--- src/hdl/c3f_pkg.sv ---
// ----------------------------------------------------------------------------
// c3f_pkg
// Shared constants, types and helpers of the 3x3 image filter.
// ----------------------------------------------------------------------------
package c3f_pkg;

    localparam int MAX_WIDTH   = 1024;
    localparam int MAX_HEIGHT  = 1024;

    localparam int PIX_W       = 8;
    localparam int COEF_W      = 4;
    localparam int NUM_TAPS    = 9;
    localparam int KERN_W      = NUM_TAPS * COEF_W;
    localparam int DIM_W       = 11;
    localparam int POS_W       = 10;
    localparam int PROD_W      = 13;
    localparam int VAL_W       = 16;
    localparam int CFG_IDX_W   = 2;
    localparam int CFG_DATA_W  = KERN_W;

    localparam int QUEUE_DEPTH = 8;
    localparam int QPTR_W      = $clog2(QUEUE_DEPTH);
    localparam int QCNT_W      = QPTR_W + 1;

    localparam logic [CFG_IDX_W-1:0] REG_KERNEL = 2'd0;
    localparam logic [CFG_IDX_W-1:0] REG_WIDTH  = 2'd1;
    localparam logic [CFG_IDX_W-1:0] REG_HEIGHT = 2'd2;

    // per-pixel control carried down the pipeline
    typedef struct packed {
        logic             e_win;
        logic             inner;
        logic             e_end;
        logic             e_last;
        logic             img_end;
        logic [POS_W-1:0] row;
        logic [POS_W-1:0] col;
        logic [PIX_W-1:0] px;
    } t_stage;

    // one queued request: up to three results of one pixel
    typedef struct packed {
        logic                    e_win;
        logic                    e_end;
        logic                    e_last;
        logic                    img_end;
        logic signed [VAL_W-1:0] win_val;
        logic [PIX_W-1:0]        end_val;
        logic [PIX_W-1:0]        last_val;
        logic [POS_W-1:0]        row;
        logic [POS_W-1:0]        col;
    } t_rec;

    function automatic logic [DIM_W-1:0] clamp_dim(
        input logic [DIM_W-1:0] v,
        input logic [DIM_W-1:0] hi
    );
        logic [DIM_W-1:0] res;
        if (v < DIM_W'(3)) begin
            res = DIM_W'(3);
        end else if (v > hi) begin
            res = hi;
        end else begin
            res = v;
        end
        return res;
    endfunction

endpackage

--- src/hdl/c3f_tap_cell.sv ---
// ----------------------------------------------------------------------------
// c3f_tap_cell
// One window tap: holds a pixel, passes it on, registers pixel times coefficient.
// ----------------------------------------------------------------------------
module c3f_tap_cell (
    input  logic                                 i_clk,
    input  logic                                 i_rst_n,
    input  logic                                 i_shift,
    input  logic [c3f_pkg::PIX_W-1:0]            i_pix,
    input  logic signed [c3f_pkg::COEF_W-1:0]    i_coeff,
    input  logic                                 i_mul_en,
    output logic [c3f_pkg::PIX_W-1:0]            o_pix,
    output logic signed [c3f_pkg::PROD_W-1:0]    o_prod
);

    logic [c3f_pkg::PIX_W-1:0]         r_pix;
    logic signed [c3f_pkg::PROD_W-1:0] r_prod;
    logic signed [c3f_pkg::PROD_W-1:0] n_prod;
    logic signed [c3f_pkg::PROD_W-1:0] w_a;
    logic signed [c3f_pkg::PROD_W-1:0] w_b;

    always_comb begin
        w_a    = $signed({{(c3f_pkg::PROD_W - c3f_pkg::PIX_W){1'b0}}, r_pix});
        w_b    = {{(c3f_pkg::PROD_W - c3f_pkg::COEF_W){i_coeff[c3f_pkg::COEF_W-1]}}, i_coeff};
        n_prod = w_a * w_b;
    end

    always_ff @(posedge i_clk) begin
        if (!i_rst_n) begin
            r_pix <= '0;
        end else if (i_shift) begin
            r_pix <= i_pix;
        end
    end

    always_ff @(posedge i_clk) begin
        if (i_mul_en) begin
            r_prod <= n_prod;
        end
    end

    assign o_pix  = r_pix;
    assign o_prod = r_prod;

endmodule

--- config.mk ---
export PLATFORM = sky130hd
export DESIGN_NAME = c3f_tap_cell
export DESIGN_NICKNAME = d
export VERILOG_FILES = /design/src/hdl/c3f_pkg.sv /design/src/hdl/c3f_tap_cell.sv
export SDC_FILE = /design/constraint.sdc
export NUM_CORES = 1
export LEC_CHECK = 0
export ABC_AREA = 1
export BUFFER_PORTS_ARGS = -buffer_cell sky130_fd_sc_hd__buf_2
export CAP_MARGIN = 20
export CELL_PAD_IN_SITES_DETAIL_PLACEMENT = 0
export CELL_PAD_IN_SITES_GLOBAL_PLACEMENT = 1
export CORE_MARGIN = 10
export CORE_UTILIZATION = 40
export CTS_BUF_LIST = sky130_fd_sc_hd__clkbuf_8
export DETAILED_ROUTE_END_ITERATION = 8
export PLACE_DENSITY = 0.83
export SYNTH_ARGS = -nofsm -noshare
export SYNTH_HDL_FRONTEND = slang
export SYNTH_SLANG_ARGS = --single-unit
--- constraint.sdc ---
create_clock -name i_clk -period 7 [get_ports i_clk]
set_clock_uncertainty 0.05 [all_clocks]
set_input_delay 0.7 -clock i_clk [delete_from_list [all_inputs] [get_ports i_clk]]
set_output_delay 0.7 -clock i_clk [all_outputs]
set_load 0.01 [all_outputs]
==> results.cfg <==
[run_status]
status = finished, final reports clean

[placement]
placed_cell_area_sq_um = 2040
io_buffer_count = 36
hpwl_um = 2990
gp_congestion = 0.806

[yosys]
synth_warnings = 0
synthCells = 218
ys_seq_area_share_pct = 30.4
ys_types = 22
synth_area_sq_um = 1810
avgSynthCellArea_sq_um = 8.29
ys_ff_latch = 21
synth_nets = 272

[critical_path]
cp.depth = 14
cpMaxStageDelayCell = fa_1
required_ns = 6.96
cpMostUsedCell = fa_1
start_kind = primary input
path_delay_family = adder cells
crit_path_end_kind = flop
cp.arrival_ns = 3.93
worstPathCellList = buf_2 > inv_1 > or2_2 > fa_1 > fa_1 > inv_1 > fa_1 > ha_1 > fa_1 > nand2_1 > nand2_1 > nand3_1 > nand2_1 > xor2_1
crit_type = in -> reg
crit_buf_inv = 3
path_max_fanout = 8
ff2ff_path_depth = 12
cp_slowest_stage_delay_ns = 0.54

[global_routing]
grt.overflow.total = 0
grt_antenna_before_repair = 0
grt_pass1_wl_um = 6100
gr-usage-all-layers_pct = 9.74
grt_max_degree = 14
first_global_vias = 1392

[clock_network]
cts_sinks = 21
post_cts_resize_count = 0
insertion_delay_ns = 0.26
cts_max_level = 1
numCtsBuffers = 3
postCtsSetupBuffers = 0
cts_tree = yes
holdBufCountCts = 0
root_buffer = clkbuf_8
clock_path_buffers = 2
clk_pin_slew_worst_paths_ns = 0.08

[drt]
totalWireLength_um = 3560
first_pass_iters = 4
drc = 0
detail-route-antenna-nets = 0
vias_per_cell = 4.70
first_iter_violations = 71
num_vias = 1444
avgRoutedWirePerCell_um = 11.6

[floorplanning]
die_x_um = 87.2
die_h_um = 87.2
start_util_pct = 41.5
ios = 37
core_region_area_sq_um = 4350
rows = 24
die_area_sq_um = 7610

[power_and_ir_drop]
power_leakage_uw = 0.00126
power_uw = 390
p_seq_share_pct = 41.4
comb_power_share_pct = 38.2
p_int_uw = 255
peakVddDrop_mv = 0.0719
p_sw_share_pct = 34.8
p_sw_uw = 136
clock_power_share_pct = 20.4
power_density_nw_per_um2 = 187

[final_layout]
final_area_sq_um = 2090
area_growth_pct = 15.5
fillers = 443
final_common_cell = nand2_1
final_layout_size_suffix_gt1_share_pct = 19.2
nets = 310
most-common-layout-cells = nand2_1, inv_1, buf_2, nor2_1, ha_1
diodes = 0

[flow_run]
max-cap-violations = 0

[timing]
setup_tns_ns = 0
finalMaxSlewViolations = 0
layout_min_cycle_time_ns = 3.97
rsz0062_at_grt = false
relSlewSlack_pct = 81.4
fmax_mhz = 252
hold_viol = 0
tightest_slew_ns = 0.279
finalCritPeriodShare_pct = 56.7
setup_viol = 0

[hold_path]
hold_class = reg -> reg
hold-path-cell-count = 2
-- cells by family (layout without fill, tap and decap cells) --
| logic type | after synthesis | in the layout | share of synthesized area, % |
|---|---|---|---|
| buf+inv | 47 | 84 | 9.76 |
| compound gates | 13 | 13 | 4.15 |
| fa+ha+maj | 38 | 38 | 31.7 |
| flops | 21 | 21 | 30.4 |
| simple gates | 94 | 94 | 21.5 |
| xor+xnor | 5 | 5 | 2.42 |
-- state kept, by name (all words and copies together), names as in the netlist --
signal,flops
o_prod,13
o_pix,8
-- final cells by class --
| cell class | instances | area (sq um) | share of cell area, % |
|---|---|---|---|
| Clock buffer | 3 | 41.3 | 1.98 |
| Clock inverter | 1 | 5.00 | 0.240 |
| Inverter | 44 | 165 | 7.91 |
| Multi-Input combinational cell | 150 | 1080 | 51.8 |
| Sequential cell | 21 | 551 | 26.4 |
| Tap cell | 52 | 65.1 | 3.12 |
| Timing Repair Buffer | 36 | 180 | 8.63 |
-- stage by stage --
stage          util (%)  setup WS, ns  cells  hold slack, ns
6_report           48.0          3.03    307           0.543
3_3_place_gp       46.9          2.81    303           0.535
2_1_floorplan         -          3.08    218           0.530
4_1_cts            48.0          3.01    307           0.546
5_1_grt            48.0          2.84    307           0.597
3_5_place_dp       46.9          2.74    303           0.537
-- power groups by stage --
stage	combinational, uW	sequential, uW	clock [uW]
after floorplan	95.0	173	0
after global placement	149	165	0
after detailed placement	149	165	0
after CTS	152	162	82.1
after global routing	173	164	86.4
final	149	162	79.8
-- cell usage after synthesis --
master | count | area [sq um]
nand2_1 | 52 | 195
inv_1 | 44 | 165
nor2_1 | 26 | 97.6
ha_1 | 25 | 313
edfxtp_1 | 13 | 390
fa_1 | 13 | 260
dfxtp_1 | 8 | 160
o21ai_0 | 8 | 40.0
nand3_1 | 6 | 30.0
xor2_1 | 4 | 35.0
clkbuf_1 | 3 | 11.3
or2_2 | 3 | 18.8
a21oi_1 | 2 | 10.0
nand2_2 | 2 | 12.5
nand4_1 | 2 | 12.5
a21o_2 | 1 | 8.76
a21oi_2 | 1 | 8.76
nand3_2 | 1 | 10.0
nor2_2 | 1 | 6.26
o21bai_1 | 1 | 7.51
or2_1 | 1 | 6.26
xnor2_1 | 1 | 8.76
-- path summary, 6_finish.rpt --
path | startpoint | endpoint | slack, ns
worst max-delay path | i_coeff[3] | o_prod[9] | 3.03
worst max register to register | o_pix[0] | o_prod[9] | 3.35
worst min register to register | o_pix[2] | o_pix[2] | 0.54
worst min-delay path | o_pix[2] | o_pix[2] | 0.54
-- routing by layer --
layer / track usage, % / vias up / routed length (um)
met4: 4.78 / 0 / 75
met5: 0 / - / 0
met1: 12.2 / 665 / 1630
li1: - / 748 / -
met2: 15.1 / 26 / 1620
met3: 2.53 / 5 / 232
-- tightest hold or removal path: stages, from the launching register on --
cell     delay [ns]
dfxtp_1        0.36
o21ai_0        0.15
nor2_1         0.04
Note: power is estimated with default switching activity, not from simulation.
