`src/hdl/c3f_pkg.sv`:
```
// ----------------------------------------------------------------------------
// c3f_pkg
// Shared constants, types and helpers of the 3x3 image filter.
// ----------------------------------------------------------------------------
package c3f_pkg;

    localparam int MAX_WIDTH   = 1024;
    localparam int MAX_HEIGHT  = 1024;

    localparam int PIX_W       = 8;
    localparam int COEF_W      = 4;
    localparam int NUM_TAPS    = 9;
    localparam int KERN_W      = NUM_TAPS * COEF_W;
    localparam int DIM_W       = 11;
    localparam int POS_W       = 10;
    localparam int PROD_W      = 13;
    localparam int VAL_W       = 16;
    localparam int CFG_IDX_W   = 2;
    localparam int CFG_DATA_W  = KERN_W;

    localparam int QUEUE_DEPTH = 8;
    localparam int QPTR_W      = $clog2(QUEUE_DEPTH);
    localparam int QCNT_W      = QPTR_W + 1;

    localparam logic [CFG_IDX_W-1:0] REG_KERNEL = 2'd0;
    localparam logic [CFG_IDX_W-1:0] REG_WIDTH  = 2'd1;
    localparam logic [CFG_IDX_W-1:0] REG_HEIGHT = 2'd2;

    // per-pixel control carried down the pipeline
    typedef struct packed {
        logic             e_win;
        logic             inner;
        logic             e_end;
        logic             e_last;
        logic             img_end;
        logic [POS_W-1:0] row;
        logic [POS_W-1:0] col;
        logic [PIX_W-1:0] px;
    } t_stage;

    // one queued request: up to three results of one pixel
    typedef struct packed {
        logic                    e_win;
        logic                    e_end;
        logic                    e_last;
        logic                    img_end;
        logic signed [VAL_W-1:0] win_val;
        logic [PIX_W-1:0]        end_val;
        logic [PIX_W-1:0]        last_val;
        logic [POS_W-1:0]        row;
        logic [POS_W-1:0]        col;
    } t_rec;

    function automatic logic [DIM_W-1:0] clamp_dim(
        input logic [DIM_W-1:0] v,
        input logic [DIM_W-1:0] hi
    );
        logic [DIM_W-1:0] res;
        if (v < DIM_W'(3)) begin
            res = DIM_W'(3);
        end else if (v > hi) begin
            res = hi;
        end else begin
            res = v;
        end
        return res;
    endfunction

endpackage

```
`src/hdl/c3f_out_queue.sv`:
```
// ----------------------------------------------------------------------------
// c3f_out_queue
// Small request queue and output register that unrolls each request into results.
// ----------------------------------------------------------------------------
module c3f_out_queue (
    input  logic                               i_clk,
    input  logic                               i_rst_n,
    input  logic                               i_push,
    input  c3f_pkg::t_rec                      i_rec,
    output logic [c3f_pkg::QCNT_W-1:0]         o_count,
    output logic                               o_valid,
    input  logic                               i_stall,
    output logic signed [c3f_pkg::VAL_W-1:0]   o_value,
    output logic [c3f_pkg::POS_W-1:0]          o_row,
    output logic [c3f_pkg::POS_W-1:0]          o_col,
    output logic                               o_last_of_run,
    output logic                               o_last_of_image
);

    c3f_pkg::t_rec                 r_mem [c3f_pkg::QUEUE_DEPTH];
    logic [c3f_pkg::QPTR_W-1:0]    r_wr_ptr;
    logic [c3f_pkg::QPTR_W-1:0]    r_rd_ptr;
    logic [c3f_pkg::QCNT_W-1:0]    r_count;
    logic [c3f_pkg::QCNT_W-1:0]    n_count;
    c3f_pkg::t_rec                 r_cur;
    logic [2:0]                    r_mask;
    logic [2:0]                    n_mask;
    c3f_pkg::t_rec                 w_head;
    logic [2:0]                    w_sel;
    logic [2:0]                    w_after;
    logic                          w_fire;
    logic                          w_pop;

    always_comb begin
        w_head  = r_mem[r_rd_ptr];
        w_sel   = r_mask & (~r_mask + 3'd1);
        w_fire  = (r_mask != 3'd0) && !i_stall;
        w_after = w_fire ? (r_mask & ~w_sel) : r_mask;
        w_pop   = (w_after == 3'd0) && (r_count != '0);
        n_count = r_count + c3f_pkg::QCNT_W'(i_push) - c3f_pkg::QCNT_W'(w_pop);
        if (w_pop) begin
            n_mask = {w_head.e_last, w_head.e_end, w_head.e_win};
        end else begin
            n_mask = w_after;
        end
    end

    // result fields
    always_comb begin
        o_valid       = (r_mask != 3'd0);
        o_last_of_run = ((r_mask & ~w_sel) == 3'd0);
        if (w_sel[0]) begin
            o_value         = r_cur.win_val;
            o_row           = r_cur.row - c3f_pkg::POS_W'(1);
            o_col           = r_cur.col - c3f_pkg::POS_W'(1);
            o_last_of_image = 1'b0;
        end else if (w_sel[1]) begin
            o_value         = $signed({{(c3f_pkg::VAL_W - c3f_pkg::PIX_W){1'b0}}, r_cur.end_val});
            o_row           = r_cur.row - c3f_pkg::POS_W'(1);
            o_col           = r_cur.col;
            o_last_of_image = 1'b0;
        end else begin
            o_value         = $signed({{(c3f_pkg::VAL_W - c3f_pkg::PIX_W){1'b0}}, r_cur.last_val});
            o_row           = r_cur.row;
            o_col           = r_cur.col;
            o_last_of_image = r_cur.img_end;
        end
    end

    always_ff @(posedge i_clk) begin
        if (i_push) begin
            r_mem[r_wr_ptr] <= i_rec;
        end
        if (w_pop) begin
            r_cur <= w_head;
        end
    end

    always_ff @(posedge i_clk) begin
        if (!i_rst_n) begin
            r_wr_ptr <= '0;
            r_rd_ptr <= '0;
            r_count  <= '0;
            r_mask   <= '0;
        end else begin
            if (i_push) begin
                r_wr_ptr <= r_wr_ptr + c3f_pkg::QPTR_W'(1);
            end
            if (w_pop) begin
                r_rd_ptr <= r_rd_ptr + c3f_pkg::QPTR_W'(1);
            end
            r_count <= n_count;
            r_mask  <= n_mask;
        end
    end

    assign o_count = r_count;

endmodule

```
`config.mk`:
```
export PLATFORM = sky130hd
export DESIGN_NAME = c3f_out_queue
export DESIGN_NICKNAME = d
export VERILOG_FILES = /design/src/hdl/c3f_pkg.sv /design/src/hdl/c3f_out_queue.sv
export SDC_FILE = /design/constraint.sdc
export NUM_CORES = 1
export LEC_CHECK = 0
export BUFFER_PORTS_ARGS = -buffer_cell sky130_fd_sc_hd__buf_2
export CAP_MARGIN = 20
export CORE_UTILIZATION = 50
export CTS_CLUSTER_DIAMETER = 50
export DETAILED_ROUTE_END_ITERATION = 16
export GPL_TIMING_DRIVEN = 0
export PLACE_DENSITY = 0.68
export RECOVER_POWER = 50
export SYNTH_ARGS = -nofsm -noshare
export SYNTH_HDL_FRONTEND = slang
export SYNTH_SLANG_ARGS = --single-unit
```
`constraint.sdc`:
```
create_clock -name i_clk -period 8.6 [get_ports i_clk]
set_clock_uncertainty 0.2 [all_clocks]
set_input_delay 0.43 -clock i_clk [delete_from_list [all_inputs] [get_ports i_clk]]
set_output_delay 0.43 -clock i_clk [all_outputs]
set_load 0.02 [all_outputs]
```
==> reports/results.tsv <==
metric	value	unit
dp_cells	1526	
hold_slack	0.0986	ns
power.total	6.97	mW
fp.dieW	201	um
finalCritPeriodShare	38.3	%
grt_pass1_wl	61300	um
clkSlewWorstSetupHoldPaths	0.06	ns
setup_slack	5.30	ns
final_util	60.9	%
worstSetupPathType	flip-flop to flip-flop	
clkSinkCount	517	
reg2reg_setup_slack	5.30	ns
nNetsFinal	1190	
layout-drive-gt1-share	29.6	%
drv_slew	73	
worstPathRequired	8.67	ns
period_minus_slack	3.30	ns
gp_congestion	0.720	
hold_violations	0	
r2r_end	r_mem[3][11]	
synthArstFlopShare	0	%
syn_to_final_growth	19.7	%
timing.fmax	303	MHz
cts_tree	built	
grt_max_degree	24	
ant_nets	0	
antenna_found_initial	1	
rr_worst_depth	4	
hpwl	25600	um
ys_ff_latch	517	
die-area	0.0403	sq mm
rows	72	
firstDrtPassIters	5	
synthTopCellsByArea	edfxtp_1 76%, mux4_2 13%, mux2_2 3.0%	
min_path_type	primary input to flip-flop	
layout_commonest_cell	edfxtp_1	
min_from	i_push	
min_to	r_wr_ptr[1]	
synth_area	0.0197	sq mm
synth_top_cell_by_area	edfxtp_1	
vias	9417	
port-buffer-count	102	
syn_area_per_cell	22.6	sq um
hold_path_depth	3	
cts-root-buf	clkbuf_16	
chipHeight	201	um
setup_viol	0	
ctsHtreeMaxLevel	2	
insertion_delay	0.56	ns
floorplan.io_pins	103	
max_cap_violations	5	
drtIter0Drc	774	
cp-end-kind	flip-flop	
synth-main-ff-cell	edfxtp_1	
drc	0	
grt_pass1_vias	9861	
clock_path_buffers	3	
synth-edff-count	501	
powerDensity	295	mW/mm^2
critPathLaunchType	flip-flop	
critPathMaxFanout	20	
fillerInstances	2748	
final_cell_mix	501 x edfxtp_1, 112 x mux4_2, 81 x clkbuf_1	
stdcell_count	1680	
synth_nets	942	
syn_inst	873	
critPathArrivalTime	3.36	ns
yosysSeqAreaShare	77.8	%
numCtsBuffers	53	
postLayoutCellArea	0.0236	sq mm
register_area	0.0154	sq mm
relSlewSlack	-47.7	%
fp.coreArea	0.0388	sq mm
pre_cts_slack	5.70	ns
post_cts_resized	0	
vias_per_cell	5.61	
rsz0062_at_grt	false	
multi_input_area	0.00417	sq mm
fin_tns_setup	0	ns
outcome	complete, but fails checks	
postPlaceCellArea	0.0216	sq mm
ys_warn_count	0	
start_util	50.9	%
synth_top_area_share	76.2	%
grt_usage	20.7	%
p_leak	7.66	nW
routedWlPerCell	24.2	um
worst-slew-pin-transition	2.21	ns
wl	40600	um
violations	capacitance limit, slew limit	
peakVddDrop	0.183	mV
rr_startpoint	r_wr_ptr[2]	
grt-ovfl-total	0	
yosys.cell_types.count	39	
-- per-layer routing --
| layer | global-route usage (%) | share of wire [%] | up-vias |
|---|---|---|---|
| li1 | - | - | 4119 |
| met1 | 30.2 | 44 | 4953 |
| met2 | 33.2 | 48 | 287 |
| met3 | 3.04 | 5.6 | 58 |
| met4 | 5.18 | 1.8 | 0 |
| met5 | 0 | 0 | - |
-- critical path, stage by stage, from the launching register on --
cell and delay, ns:
dfxtp_1 0.34, nand2b_1 0.25, nor2_1 1.66, buf_12 0.30, buf_12 0.22
-- how the worst max path moves through the flow --
stage | start | endpoint | slack (ns)
floorplan | i_push | r_mem[0][0] | 3.52
detailed placement | i_stall | o_count[2] | 5.70
global route | r_wr_ptr[2] | r_mem[3][23] | 5.16
finish | r_wr_ptr[2] | r_mem[3][11] | 5.30
CTS | r_cur[10] | o_row[8] | 5.33
global placement | i_push | r_mem[0][20] | -1.03
-- cell families (layout without fill, tap and decap cells) --
| group | count (synthesis) | count (layout) | share of synthesized area [%] |
|---|---|---|---|
| flip-flops | 517 | 517 | 77.8 |
| multiplexers | 182 | 182 | 16.7 |
| AND/OR/NAND/NOR | 76 | 76 | 2.12 |
| buffers and inverters | 45 | 333 | 1.15 |
| XOR/XNOR | 22 | 22 | 0.976 |
| AO/OA/AOI/OAI | 21 | 21 | 0.627 |
| adder cells (fa/ha/maj) | 10 | 10 | 0.659 |
| other | 0 | 1 | 0 |
-- sequential cells by signal, summed over array words and instances, names as in the netlist, named ones only --
signal    cells
r_rd_ptr      3
r_wr_ptr      3
r_cur        53
r_mask        3
o_count       4
r_mem       448
-- layout make-up --
class | count | area share (%)
flip-flops and latches | 517 | 65.0
multi-input cells | 311 | 17.6
repair buffers | 193 | 6.82
clock buffers | 69 | 6.04
well taps | 518 | 2.74
plain buffers | 36 | 0.820
clock inverters | 26 | 0.789
inverters | 9 | 0.143
diodes | 1 | 0.0106
-- what timing repair did --
item,4_1_cts,5_1_grt
endpoints found under the hold margin,452,0
hold buffers,58,0
endpoints found under the setup margin,0,0
buffers inserted,0,0
-- power by group --
group / switching, mW / internal [mW] / total, mW
clock network: 0.918 / 1.23 / 2.15
logic: 0.904 / 0.744 / 1.65
registers: 0.112 / 3.06 / 3.17
total: 1.93 / 5.03 / 6.97
-- synthesized netlist by cell type (2+ instances only) --
cell type	count
a21oi_1	2
buf_6	4
buf_1	5
dfxtp_1	16
xor2_1	11
buf_2	23
and2_1	16
nor2b_1	4
nand2b_1	4
nand3_1	3
nor3_1	6
xnor2_1	11
nor2_1	11
mux2_2	53
nor3b_1	2
inv_1	9
edfxtp_1	501
clkbuf_1	4
mux2i_1	17
mux4_2	112
nand2_1	21
ha_1	8
o21ai_0	13
nor4_1	2
Note: power is estimated with default switching activity, not from simulation.
